File: src/hdl/assert_macros.svh
// Assertion macros shared by the replay filter RTL.
`ifndef ASSERT_MACROS_SVH
`define ASSERT_MACROS_SVH

// Consequent must hold in the same cycle as the antecedent.
`define MRF_ASSERT_SAME(label, ante, cons, msg) \
  label: assert property (@(posedge clk) disable iff (rst) (ante) |-> (cons)) \
    else $error(msg);

// Consequent must hold in the cycle after the antecedent.
`define MRF_ASSERT_NEXT(label, ante, cons, msg) \
  label: assert property (@(posedge clk) disable iff (rst) (ante) |=> (cons)) \
    else $error(msg);

`endif

File: src/hdl/mrf_ram.sv
// Generic single-write, single-read RAM with registered read data.
module mrf_ram #(
  parameter int WIDTH = 64,
  parameter int DEPTH = 32
) (
  input  logic                                   clk,
  input  logic                                   we,
  input  logic [((DEPTH > 1) ? $clog2(DEPTH) : 1)-1:0] waddr,
  input  logic [WIDTH-1:0]                       wdata,
  input  logic [((DEPTH > 1) ? $clog2(DEPTH) : 1)-1:0] raddr,
  output logic [WIDTH-1:0]                       rdata
);
  logic [WIDTH-1:0] mem [DEPTH];

  always_ff @(posedge clk) begin
    if (we) begin
      mem[waddr] <= wdata;
    end
    rdata <= mem[raddr];
  end
endmodule

File: config.mk
export PLATFORM = sky130hd
export DESIGN_NAME = mrf_ram
export DESIGN_NICKNAME = d
export VERILOG_FILES = /design/src/hdl/assert_macros.svh /design/src/hdl/mrf_ram.sv
export SDC_FILE = /design/constraint.sdc
export NUM_CORES = 2
export LEC_CHECK = 0
export BUFFER_PORTS_ARGS = -buffer_cell sky130_fd_sc_hd__buf_2
export CAP_MARGIN = 30
export CORE_MARGIN = 1
export CORE_UTILIZATION = 32
export CTS_CLUSTER_DIAMETER = 30
export DETAILED_ROUTE_END_ITERATION = 16
export GPL_ROUTABILITY_DRIVEN = 0
export GPL_TIMING_DRIVEN = 0
export PLACE_DENSITY = 0.55
export SETUP_SLACK_MARGIN = 0.4
export SLEW_MARGIN = 20
export SYNTH_ARGS = -nofsm -noshare
export SYNTH_HDL_FRONTEND = slang
export SYNTH_SLANG_ARGS = --single-unit
export TNS_END_PERCENT = 50
File: constraint.sdc
create_clock -name clk -period 11.5 [get_ports clk]
set_clock_uncertainty 0.1 [all_clocks]
set_input_delay 1.725 -clock clk [delete_from_list [all_inputs] [get_ports clk]]
set_output_delay 1.725 -clock clk [all_outputs]
set_load 0.02 [all_outputs]
### Yosys cells after proc, flatten, opt, wreduce, memory -nomap -nowiden

Memory sizes are Yosys's and may differ from the RTL's. A register that Yosys moved wholly into a read port is not among the register bits.
Index checks and enable logic that the tools add are counted.

| storage, ports and cells | value |
|---|---|
| flip-flop bits (word level) | 0 |
| RAM bits | 2048 |
| input bits | 76 |
| output and inout bits | 64 |
| logic and storage cells | 3 |
| memories | 1 |

Memories:

| memory | depth | width | read ports | clocked after memory_dff | wr ports | line | text |
|---|---|---|---|---|---|---|---|
| mem | 32 | 64 | 1 | 1 | 1 | mrf_ram.sv:13 | `logic [WIDTH-1:0] mem [DEPTH];` |

| cells by class | value |
|---|---|
| mux-type cells | 2 |

Operators by type and width:

| cell | count |
|---|---|
| $mux W1 | 2 |

### Logic depth before layout (Yosys ltp)

| logic depth | value |
|---|---|
| depth after elaboration | 2 |
| mapped depth | 9 |
| gate-level depth less buffers | 4 |

### Least setup slack after synthesis

Ideal clock, no wire load.

| timing path | value |
|---|---|
| path kind | input -> register |
| start | in waddr[1] (netlist name) |
| end | mem mem[12][0], enable pin |
| library setup time | 0.486 ns |
| arrival time | 5.061 ns |
| data required time | 10.914 ns |
| setup slack | 5.853 ns |
| stages on the path | 3 |
| buffers on the path | 1 |
| path through | or3b_2 > clkbuf_1 > nor2_1 |

RTL lines:

| item | line | text |
|---|---|---|
| start: declaration | mrf_ram.sv:8 | `input logic [((DEPTH > 1) ? $clog2(DEPTH) : 1)-1:0] waddr,` |
| end: declaration | mrf_ram.sv:13 |  |

Straight into the memory's write port.

==> impl_results.md <==
* Status: completed
* P_int at about 16 mW
* DR vias at between 30000 and 40000
* Slowest CP cell: clkbuf_1
* Max FO, Critical Path at 10
* Power Total at around 21 mW
* DR WL/cell at just over 30 um
* Kind of critical path: input port to register
* CP Capture Type: register
* CP Buf/Inv Count at 4
* Post-synthesis sequential area ratio at 79.5%
* Vias in the first global route at between 30000 and 40000
* P per Cell Area at roughly 210 nW/um^2
* Cell with the most instances after synthesis: edfxtp_1
* Pre-CTS setup slack at approximately 6.4 ns
* Final Cell Area at 101000 um^2
* Core area at between 200000 and 250000 um^2
* H-tree depth at 5
* Mean Syn Cell Area at roughly 25 um^2
* Clock power frac at about 54%
* Clock buffer depth at 4
* CTS tree: done
* Synth top area share at between 70% and 80%
* Chip Width at 499 um
* Synth cell count leaders: edfxtp_1 (2048), mux4_2 (602), mux2_2 (74)
* Multi-input combinational cell area at 15700 um^2
* Synth Warn # at 0
* Slew @ Worst Pin at about 1.1 ns
* Main flop type after synthesis: edfxtp_1
* Hold Fails Final Rpt at 0
* Total gr overflow at 0
* Final net count at between 3000 and 4000
* Post-CTS sizing at 0
* Sw Share at ~22%
* Placed Cells at ~6600
* Clock latency on the worst-skew pair at around 0.93 ns
* Total CTS buffers at roughly 380
* Mapped Cells at 3097
* Ranking of synthesized cells by area: edfxtp_1 (78%), mux4_2 (17%), dfxtp_1 (1.6%), mux2_2 (1.1%), mux2i_1 (0.48%)
* Max-Cap Viols at 0
* Clock sink total at around 2100
* First-pass GRT wire length at between 300000 and 400000 um
* WP data required at around 12 ns
* Post-Layout Cell Count at ~7300
* PortBufs at ~140
* Critical Path Start Type: input port
* Initial Utilization at roughly a third
* Antenna violations before repair at 26
* Drt pass-1 iters at 5
* Drc violations at 0
* Post-synth EDFFs at 2048
* Setup TNS at 0 ns
* Fin. max-slew vios at 0
* Max-slew headroom at approximately 30%
* WP data arrival at 4.85 ns
* Die height at 499 um
* Post-layout util at between 40% and 50%
* Drt via density at 5.20
* DR iter-0 viols at 4259
* Fin worst setup slack at about 7.3 ns
* Final ANT Viol Nets at 0
* Root Buffer: clkbuf_16
* Syn nets at roughly 3200
* Unrepaired setup endpoints after global routing: no
* Switching power total at roughly 4.5 mW
* Min Tclk post-route at between 4 and 5 ns
* Site row count at 181
* Die Area at 249000 um^2
* Post-CTS Setup Bufs at 0
* Top delay family on crit path: buffers and inverters
* P&R area growth vs syn at 27.5%
* Fill count at about 21000
* Worst hold margin at just over 0.7 ns
* Crit-path cells: clkbuf_1 -> buf_2 -> buf_2 -> clkbuf_1 -> mux2_2 -> o22ai_1 -> a221oi_1
* Hold_buf cts at 0
* Worst min path class: register to register
* IO Count at 140
* Total wire length at between 200000 and 250000 um
* Final setup vio count at 0
* Max Clock Freq at between 200 and 250 MHz
* Synth Cell Area at about 80000 um^2
* Comb power frac at 4.3%
* Total GRT Usage at around 18%
* Sequential Power Share at 41.6%
* Largest net degree at the start of global routing at 33
* Share of layout cells above drive strength 1 at 42.5%
* Peak VDD IR at 0.177 mV
* Reg clk slew, reported paths at about 0.05 ns
* HPWL Detailed at roughly 150000 um
* Seq. cell area at between 60000 and 70000 um^2
* Cell taking the most area after synthesis: edfxtp_1
* Synth async-reset ratio at 0%
* Max incr delay on CP at 0.77 ns
* Flop and latch count out of synthesis at approximately 2100
* Crit share post-route at 36.5%
* Yosys cell types at 31
* Placement Cell Area at between 80000 and 90000 um^2
* Pleak at 32.3 nW
==> final cells by class <==
class / instances / area share [%]
Timing Repair Buffer: 312 / 4.50
Multi-Input combinational cell: 828 / 15.6
Sequential cell: 2112 / 62.4
Buffer: 156 / 0.759
Inverter: 1 / 0.00373
Antenna cell: 7 / 0.0174
Clock inverter: 251 / 2.79
Clock buffer: 443 / 10.0
Tap cell: 3202 / 3.98
==> worst reg2reg max path, delay by kind of cell (launching register included) <==
| kind | cells | cell delay, ns |
|---|---|---|
| multiplexers | 3 | 1.36 |
| flip-flops | 1 | 0.36 |
==> flip-flops by register name (all words and copies together) (netlist names) <==
signal  count
mem      2048
rdata      64
==> worst paths after layout <==
kind	cells after the start	end	startpoint	slack, ns
max reg2reg	3	rdata[11]	mem[31][11]	9.51
max	7	rdata[6]	raddr[2]	7.31
min	3	rdata[13]	mem[5][13]	0.71
min reg2reg	3	rdata[13]	mem[5][13]	0.71
==> layout by cell type (no fill, tap or decap), drive strengths merged <==
| cell | count |
|---|---|
| o22ai | 10 |
| a22o | 1 |
| a22oi | 3 |
| edfxtp | 2048 |
| or3 | 1 |
| o2bb2ai | 3 |
| mux2i | 38 |
| dfxtp | 64 |
| o31a | 3 |
| o221ai | 3 |
| buf | 413 |
| and2 | 4 |
| nor2 | 41 |
| clkbuf | 498 |
| nand3 | 2 |
| a211oi | 3 |
| clkinv | 110 |
| inv | 52 |
| nand2b | 2 |
| o211ai | 3 |
| bufinv | 44 |
| mux2 | 74 |
| a221oi | 12 |
| o21ai | 9 |
| nor2b | 4 |
| mux4 | 602 |
| nand2 | 3 |
| diode | 7 |
| or3b | 2 |
| nand3b | 5 |
| clkinvlp | 46 |
==> routing by layer <==
metal | vias up | global-route usage, % | wire (um)
li1 | 15200 | - | -
met1 | 20800 | 24.0 | 91900
met2 | 1617 | 29.6 | 111000
met3 | 374 | 3.82 | 16300
met4 | 20 | 4.66 | 5110
met5 | - | 0 | 129
==> power groups by stage <==
stage / sequential (mW) / combinational [mW] / clock [mW]
2_1_floorplan: 8.79 / 0.429 / 0
5_1_grt: 8.61 / 0.939 / 11.7
3_5_place_dp: 8.75 / 0.901 / 0
3_3_place_gp: 8.77 / 0.842 / 0
6_report: 8.61 / 0.890 / 11.2
4_1_cts: 8.61 / 0.904 / 11.3
==> logic make-up after synthesis <==
kind of cell           synth area share (%)
buffers and inverters                 0.944
multiplexers                           18.7
flip-flops                             79.5
AO/OA/AOI/OAI                         0.466
AND/OR/NAND/NOR                       0.379
No activity file was read; power rests on OpenSTA's default activity.
