### src/hdl/assert_macros.svh
// Assertion macros shared by the replay filter RTL.
`ifndef ASSERT_MACROS_SVH
`define ASSERT_MACROS_SVH

// Consequent must hold in the same cycle as the antecedent.
`define MRF_ASSERT_SAME(label, ante, cons, msg) \
  label: assert property (@(posedge clk) disable iff (rst) (ante) |-> (cons)) \
    else $error(msg);

// Consequent must hold in the cycle after the antecedent.
`define MRF_ASSERT_NEXT(label, ante, cons, msg) \
  label: assert property (@(posedge clk) disable iff (rst) (ante) |=> (cons)) \
    else $error(msg);

`endif

### src/hdl/mrf_pkg.sv
// Types, constants, microcode program and helper functions of the replay filter.
package mrf_pkg;

  localparam int HASH_W  = 64;
  localparam int STAMP_W = 32;
  localparam int DIGITS  = 10;
  localparam int NAME_MAX = 12;
  localparam int NAME_W  = 8 * NAME_MAX;

  localparam int DEF_CRITICAL_DEPTH = 32;
  localparam int DEF_TRAIL_DEPTH    = 32;

  localparam logic [HASH_W-1:0] HASH_SEED = 64'd5381;
  localparam logic [7:0] CHAR_COLON = 8'h3a;
  localparam logic [7:0] CHAR_ZERO  = 8'h30;

  localparam logic [1:0] KIND_SOS     = 2'd0;
  localparam logic [1:0] KIND_CHECKIN = 2'd1;
  localparam logic [1:0] KIND_TRAIL   = 2'd2;

  localparam logic [23:0] TEXT_SOS     = "SOS";
  localparam logic [55:0] TEXT_CHECKIN = "CheckIn";
  localparam logic [95:0] TEXT_TRAIL   = "TrailMessage";

  typedef enum logic [3:0] {
    ST_IDLE,
    ST_COLON1,
    ST_NAME,
    ST_COLON2,
    ST_WAIT,
    ST_DIGIT,
    ST_SCAN,
    ST_DRAIN,
    ST_HOLD,
    ST_RECORD
  } step_t;

  typedef enum logic [2:0] {
    OP_IDLE,
    OP_NOP,
    OP_COLON,
    OP_NAME,
    OP_DIGIT,
    OP_SCAN,
    OP_RECORD
  } op_t;

  typedef enum logic [2:0] {
    C_ALWAYS,
    C_FINISH,
    C_NAME_END,
    C_BCD_DONE,
    C_DIGIT_END,
    C_SCAN_END,
    C_OUT_FREE
  } cond_t;

  // One control word: datapath operation, jump condition and jump target.
  // When the condition is false the sequencer repeats the current step.
  typedef struct packed {
    op_t   op;
    cond_t cond;
    step_t jump;
  } ctrl_t;

  function automatic ctrl_t ucode(input step_t s);
    ctrl_t c;
    unique case (s)
      ST_IDLE:   c = '{op: OP_IDLE,   cond: C_FINISH,    jump: ST_COLON1};
      ST_COLON1: c = '{op: OP_COLON,  cond: C_ALWAYS,    jump: ST_NAME};
      ST_NAME:   c = '{op: OP_NAME,   cond: C_NAME_END,  jump: ST_COLON2};
      ST_COLON2: c = '{op: OP_COLON,  cond: C_ALWAYS,    jump: ST_WAIT};
      ST_WAIT:   c = '{op: OP_NOP,    cond: C_BCD_DONE,  jump: ST_DIGIT};
      ST_DIGIT:  c = '{op: OP_DIGIT,  cond: C_DIGIT_END, jump: ST_SCAN};
      ST_SCAN:   c = '{op: OP_SCAN,   cond: C_SCAN_END,  jump: ST_DRAIN};
      ST_DRAIN:  c = '{op: OP_NOP,    cond: C_ALWAYS,    jump: ST_HOLD};
      ST_HOLD:   c = '{op: OP_NOP,    cond: C_OUT_FREE,  jump: ST_RECORD};
      ST_RECORD: c = '{op: OP_RECORD, cond: C_ALWAYS,    jump: ST_IDLE};
      default:   c = '{op: OP_NOP,    cond: C_ALWAYS,    jump: ST_IDLE};
    endcase
    return c;
  endfunction

  // One djb2 step with the character sign-extended.
  function automatic logic [HASH_W-1:0] fold(input logic [HASH_W-1:0] h,
                                             input logic [7:0] c);
    logic [HASH_W-1:0] ext;
    ext = {{(HASH_W-8){c[7]}}, c};
    return (h << 5) + h + ext;
  endfunction

  function automatic logic [3:0] name_last(input logic [1:0] kind);
    logic [3:0] last;
    unique case (kind)
      KIND_SOS:     last = 4'd2;
      KIND_CHECKIN: last = 4'd6;
      default:      last = 4'd11;
    endcase
    return last;
  endfunction

  function automatic logic [7:0] name_char(input logic [1:0] kind,
                                           input logic [3:0] pos);
    logic [NAME_W-1:0] text;
    unique case (kind)
      KIND_SOS:     text = NAME_W'(TEXT_SOS) << (NAME_W - 24);
      KIND_CHECKIN: text = NAME_W'(TEXT_CHECKIN) << (NAME_W - 56);
      default:      text = TEXT_TRAIL;
    endcase
    return text[NAME_W - 8 - 8 * int'(pos) +: 8];
  endfunction

endpackage

### src/hdl/mrf_bcd.sv
// Binary to decimal converter, one double-dabble shift per cycle.
module mrf_bcd import mrf_pkg::*; (
  input  logic                   clk,
  input  logic                   rst,
  input  logic                   start,
  input  logic [STAMP_W-1:0]     value,
  output logic                   done,
  output logic [DIGITS-1:0][3:0] digits
);
  localparam int CNT_W = $clog2(STAMP_W + 1);

  logic [STAMP_W-1:0]     bin;
  logic [DIGITS-1:0][3:0] bcd;
  logic [DIGITS*4-1:0]    bcd_adj;
  logic [CNT_W-1:0]       count;

  always_comb begin
    for (int i = 0; i < DIGITS; i++) begin
      bcd_adj[4*i +: 4] = (bcd[i] >= 4'd5) ? bcd[i] + 4'd3 : bcd[i];
    end
  end

  always_ff @(posedge clk) begin
    if (rst) begin
      count <= '0;
    end else if (start) begin
      count <= CNT_W'(STAMP_W);
    end else if (count != '0) begin
      count <= count - 1'b1;
    end
  end

  always_ff @(posedge clk) begin
    if (start) begin
      bin <= value;
      bcd <= '0;
    end else if (count != '0) begin
      bcd <= {bcd_adj[DIGITS*4-2:0], bin[STAMP_W-1]};
      bin <= {bin[STAMP_W-2:0], 1'b0};
    end
  end

  assign done   = (count == '0);
  assign digits = bcd;
endmodule

### config.mk
export PLATFORM = sky130hd
export DESIGN_NAME = mrf_bcd
export DESIGN_NICKNAME = d
export VERILOG_FILES = /design/src/hdl/assert_macros.svh /design/src/hdl/mrf_pkg.sv /design/src/hdl/mrf_bcd.sv
export SDC_FILE = /design/constraint.sdc
export NUM_CORES = 1
export LEC_CHECK = 0
export BUFFER_PORTS_ARGS = -buffer_cell sky130_fd_sc_hd__buf_2
export CAP_MARGIN = 20
export CORE_MARGIN = 3
export CORE_UTILIZATION = 56
export DETAILED_ROUTE_END_ITERATION = 10
export PLACE_DENSITY_LB_ADDON = 0.08
export SLEW_MARGIN = 10
export SYNTH_ARGS = -nofsm -noshare
export SYNTH_HDL_FRONTEND = slang
export SYNTH_SLANG_ARGS = --single-unit
### constraint.sdc
create_clock -name clk -period 3.5 [get_ports clk]
set_clock_uncertainty 0.2 [all_clocks]
set_input_delay 0.175 -clock clk [delete_from_list [all_inputs] [get_ports clk]]
set_output_delay 0.175 -clock clk [all_outputs]
set_load 0.005 [all_outputs]
# Word-level counts from Yosys, hierarchy flattened

Index checks and enable logic that the tools add are counted.

Bits in registers: 78
Output and inout bits: 41

Add/subtract/negate cells: 11
$lt $le $gt $ge: 10
Mux-type cells: 14
Reductions and logical operators: 4

Operator list:

| kind                                                                                 | number |
|---|---|
| 32-bit two-way mux                                                                   | 2 |
| 4-bit by 3-bit greater-or-equal comparator with 1-bit output (second input constant) | 10 |
| 4-bit by 2-bit adder with 4-bit output (second input constant)                       | 9 |
| 4-bit two-way mux                                                                    | 9 |
| 6-bit two-way mux                                                                    | 2 |
| 6-bit zero test                                                                      | 1 |
| 6-bit nonzero test                                                                   | 1 |
| 6-bit by 1-bit subtractor with 6-bit output (second input constant)                  | 1 |
| 3-bit by 2-bit adder with 3-bit output (second input constant)                       | 1 |
| 3-bit two-way mux                                                                    | 1 |
| 2-bit nonzero test                                                                   | 1 |
| 2-bit OR reduction                                                                   | 1 |

# Depth between registers and ports, before layout

Depth after elaboration: 3
Gate-level depth with buffers: 7
Mapped depth without buffers: 6

# Least setup slack after synthesis

Ideal clock, no wire load.

Path type: flip-flop to flip-flop
Start: reg count[0]
End: reg bin[0] (enable)
Arrival: 1891 ps
Required time: 2821 ps
Setup slack: 930 ps
Cell stages (with the launch flop): 8
Buffers on the path: 1
Clock period less this slack: 2570 ps
Cells stage by stage: dfxtp_1 -> inv_1 -> ha_1 -> nor3b_2 -> nand2_1 -> clkinv_1 -> buf_2 -> nand2_1

Longest elaborated chain between the ends: 2

RTL lines:

| element                             | line          | text |
|---|---|---|
| from (decl)                         | mrf_bcd.sv:15 | `logic [CNT_W-1:0] count;` |
| from (signal assigned)              | mrf_bcd.sv:27 | `count <= CNT_W'(STAMP_W);` |
| from (signal assigned)              | mrf_bcd.sv:29 | `count <= count - 1'b1;` |
| 6-bit nonzero test                  | mrf_bcd.sv:37 | `end else if (count != '0) begin` |
| 2-bit nonzero test (no source line) | -             |  |
| to (signal assigned)                | mrf_bcd.sv:35 | `bin <= value;` |
| to (signal assigned)                | mrf_bcd.sv:39 | `bin <= {bin[STAMP_W-2:0], 1'b0};` |
| to (decl)                           | mrf_bcd.sv:12 | `logic [STAMP_W-1:0] bin;` |

Every way passes these cells.
A chain may end at the register's enable or synchronous reset.

# Final worst setup path

Start: reg count[0]
End: reg bcd (netlist bit digits[18])

Longest elaborated chain between the ends: 1

RTL lines:

| element              | line          | text |
|---|---|---|
| 6-bit nonzero test   | mrf_bcd.sv:37 |  |
| to (signal assigned) | mrf_bcd.sv:38 | `bcd <= {bcd_adj[DIGITS*4-2:0], bin[STAMP_W-1]};` |
| to (decl)            | mrf_bcd.sv:13 | `logic [DIGITS-1:0][3:0] bcd;` |

Every way passes these cells.

==> qor.yml <==
nNetsFinal: 595
status: "completed"
synth_top_area_share_pct: 23.0
netlist_instances: 444
cts_buffers: 9
first_iter_violations: 240
worstMarginPinSlew_ps: 762
setup_viol: 0
maxCapViolations: 0
nFillCells: 513
cts_tree: "built"
p_leak_nw: 1.96
gp_congestion: 0.826
hold_viol: 0
clk_path_buf_depth: 2
regArea_um2: 1880
h-tree-depth: 3
yosys-top-cells-area: "edfxtp_1 23%, dfxtp_1 22%, mux2_2 8.3%, nand2_1 6.9%, ha_1 6.3%"
postRouteAntennaNets: 0
finalCritPeriodShare_pct: 65.0
path_class: "reg2reg"
yosysMostFrequentCell: "nand2_1"
crit_fanout: 13
start_util_pct: 59.6
yosysTopAreaCell: "edfxtp_1"
peakVddDrop_uv: 285
route.detailed.drc: 0
drv_slew: 0
synthTopCellsByCount: "77 x nand2_1, 46 x dfxtp_1, 32 x edfxtp_1, 32 x o21ai_0, 31 x mux2_2"
grt_usage_pct: 24.5
synth_enable_flop_cells: 32
io_buffers: 75
grt_overflow: 0
synth_nets: 500
dpl.hpwl_um: 5930
synthArstFlopShare_pct: 0
diodes: 0
crit_arrival_ps: 2280
total_power_mw: 3.18
post_route_cells_drive_above_1_share_pct: 24.4
setup_ws_ps: 1220
cts.sinks: 78
syn2layout_area_growth_pct: 24.0
vias_per_cell: 5.68
wl_per_cell_um: 15.9
required_ps: 3510
end_kind: "flip-flop"
die_x_um: 92.4
synth_ff_type: "dfxtp_1"
slew_headroom_pct: 49.2
startpoint_type: "flip-flop"
postSynthAreaPerCell_um2: 9.42
first_pass_iters: 4
synth-seq-area-share_pct: 45.0
cts_root_buf: "clkbuf_8"
setup_tns_ps: 0
dpl_worst_slack_ps: 1240
fin_crit_ps: 2280
synth.distinct_cells: 36
fmax_mhz: 439
yosysWarningCount: 0
fp-row-count: 30
grt_setup_unrepaired: "false"
grt_pass1_wl_um: 17000
hold_path.class: "in2reg"
powerDensity_nw_per_um2: 612
worstSkewPairLatency_ps: 340
wirelength_um: 10200
dieArea_um2: 8540
grt_max_degree: 67
die_y_um: 92.4
ys_seq_elements: 78
netlist_area_um2: 4180
cts_resized: 0
multiInputGateArea_um2: 2090
antenna_found_initial: 0
grt_pass1_vias: 3515
io_pins: 76
vias: 3633
path_clk_slew_ps: 80
core-area_um2: 7020
-- metrics by stage --
step           area, µm²  hold slack (ps)  util [%]  std cells
2_1_floorplan       4180             44.4         -        444
3_3_place_gp        4610              225      65.7        591
3_5_place_dp        4610              226      65.7        591
4_1_cts             5190              262      73.9        640
5_1_grt             5190              299      73.9        640
6_report            5190              270      73.9        640
-- power breakdown --
part           internal (mW)  leakage (nW)  switching, mW
Combinational          0.431          1.13          0.579
Clock                  0.492         0.126          0.332
Sequential              1.16         0.705          0.180
-- cell usage in the layout, fill, tap and decap left out, drive strengths merged, types with 10 or more instances in the layout --
cell type | Yosys | routed
nor3 | 11 | 11
buf | 7 | 82
a21oi | 12 | 12
o21ai | 33 | 33
ha | 21 | 21
nand2 | 77 | 77
clkbuf | 24 | 10
dlygate4sd3 | 0 | 33
edfxtp | 32 | 32
inv | 22 | 22
a211oi | 20 | 20
dfxtp | 46 | 46
nor2 | 12 | 12
nand4 | 10 | 10
nand2b | 10 | 10
o32ai | 20 | 20
mux2 | 31 | 31
-- per-layer routing --
metal / up-vias / part of all wire [%] / routed length [µm] / track usage (%)
met5: - / 0 / 0 / 0
met4: 0 / 0.67 / 68 / 7.55
met1: 1692 / 45 / 4540 / 31.0
li1: 1831 / - / - / -
met2: 103 / 49 / 4940 / 42.0
met3: 7 / 5.9 / 603 / 4.87
-- area by class of cell --
type	instances	area share [%]
clock buffers	10	2.65
clock inverters	6	2.10
inverters	24	1.74
multi-input cells	311	40.3
flip-flops and latches	78	36.3
well taps	96	2.32
repair buffers	115	14.6
-- flip-flops by register name, indices dropped and copies added, names as in the netlist --
register and cells:
count 6, bin 32, digits 40
-- logic make-up (layout without fill, tap and decap cells) --
kind of cell | after synthesis | after routing | share of synthesized area, %
simple gates | 149 | 149 | 17.0
flops | 78 | 78 | 45.0
buf+inv | 55 | 155 | 5.05
xor+xnor | 2 | 2 | 0.419
mux | 31 | 31 | 8.34
compound gates | 108 | 108 | 17.9
fa+ha+maj | 21 | 21 | 6.28
-- path summary, 6_finish.rpt --
kind / endpoint / slack [ps] / start / depth (start not counted)
min reg2reg: digits[9] / 330 / digits[9] / 2
min: digits[9] / 270 / start / 4
max reg2reg: digits[18] / 1220 / count[0] / 5
max: digits[18] / 1220 / count[0] / 5
-- worst max-delay path, stage by stage (launching register included) --
cell     delay (ps)
dfxtp_1         340
inv_1            90
ha_1            200
or3b_1          590
o21ai_2         550
o32ai_1         180
-- repair_timing --
action,in CTS,in global routing
endpoints found under the hold margin,38,0
hold buffers,33,0
setup buffers,0,0
Note: power is estimated with default switching activity, not from simulation.
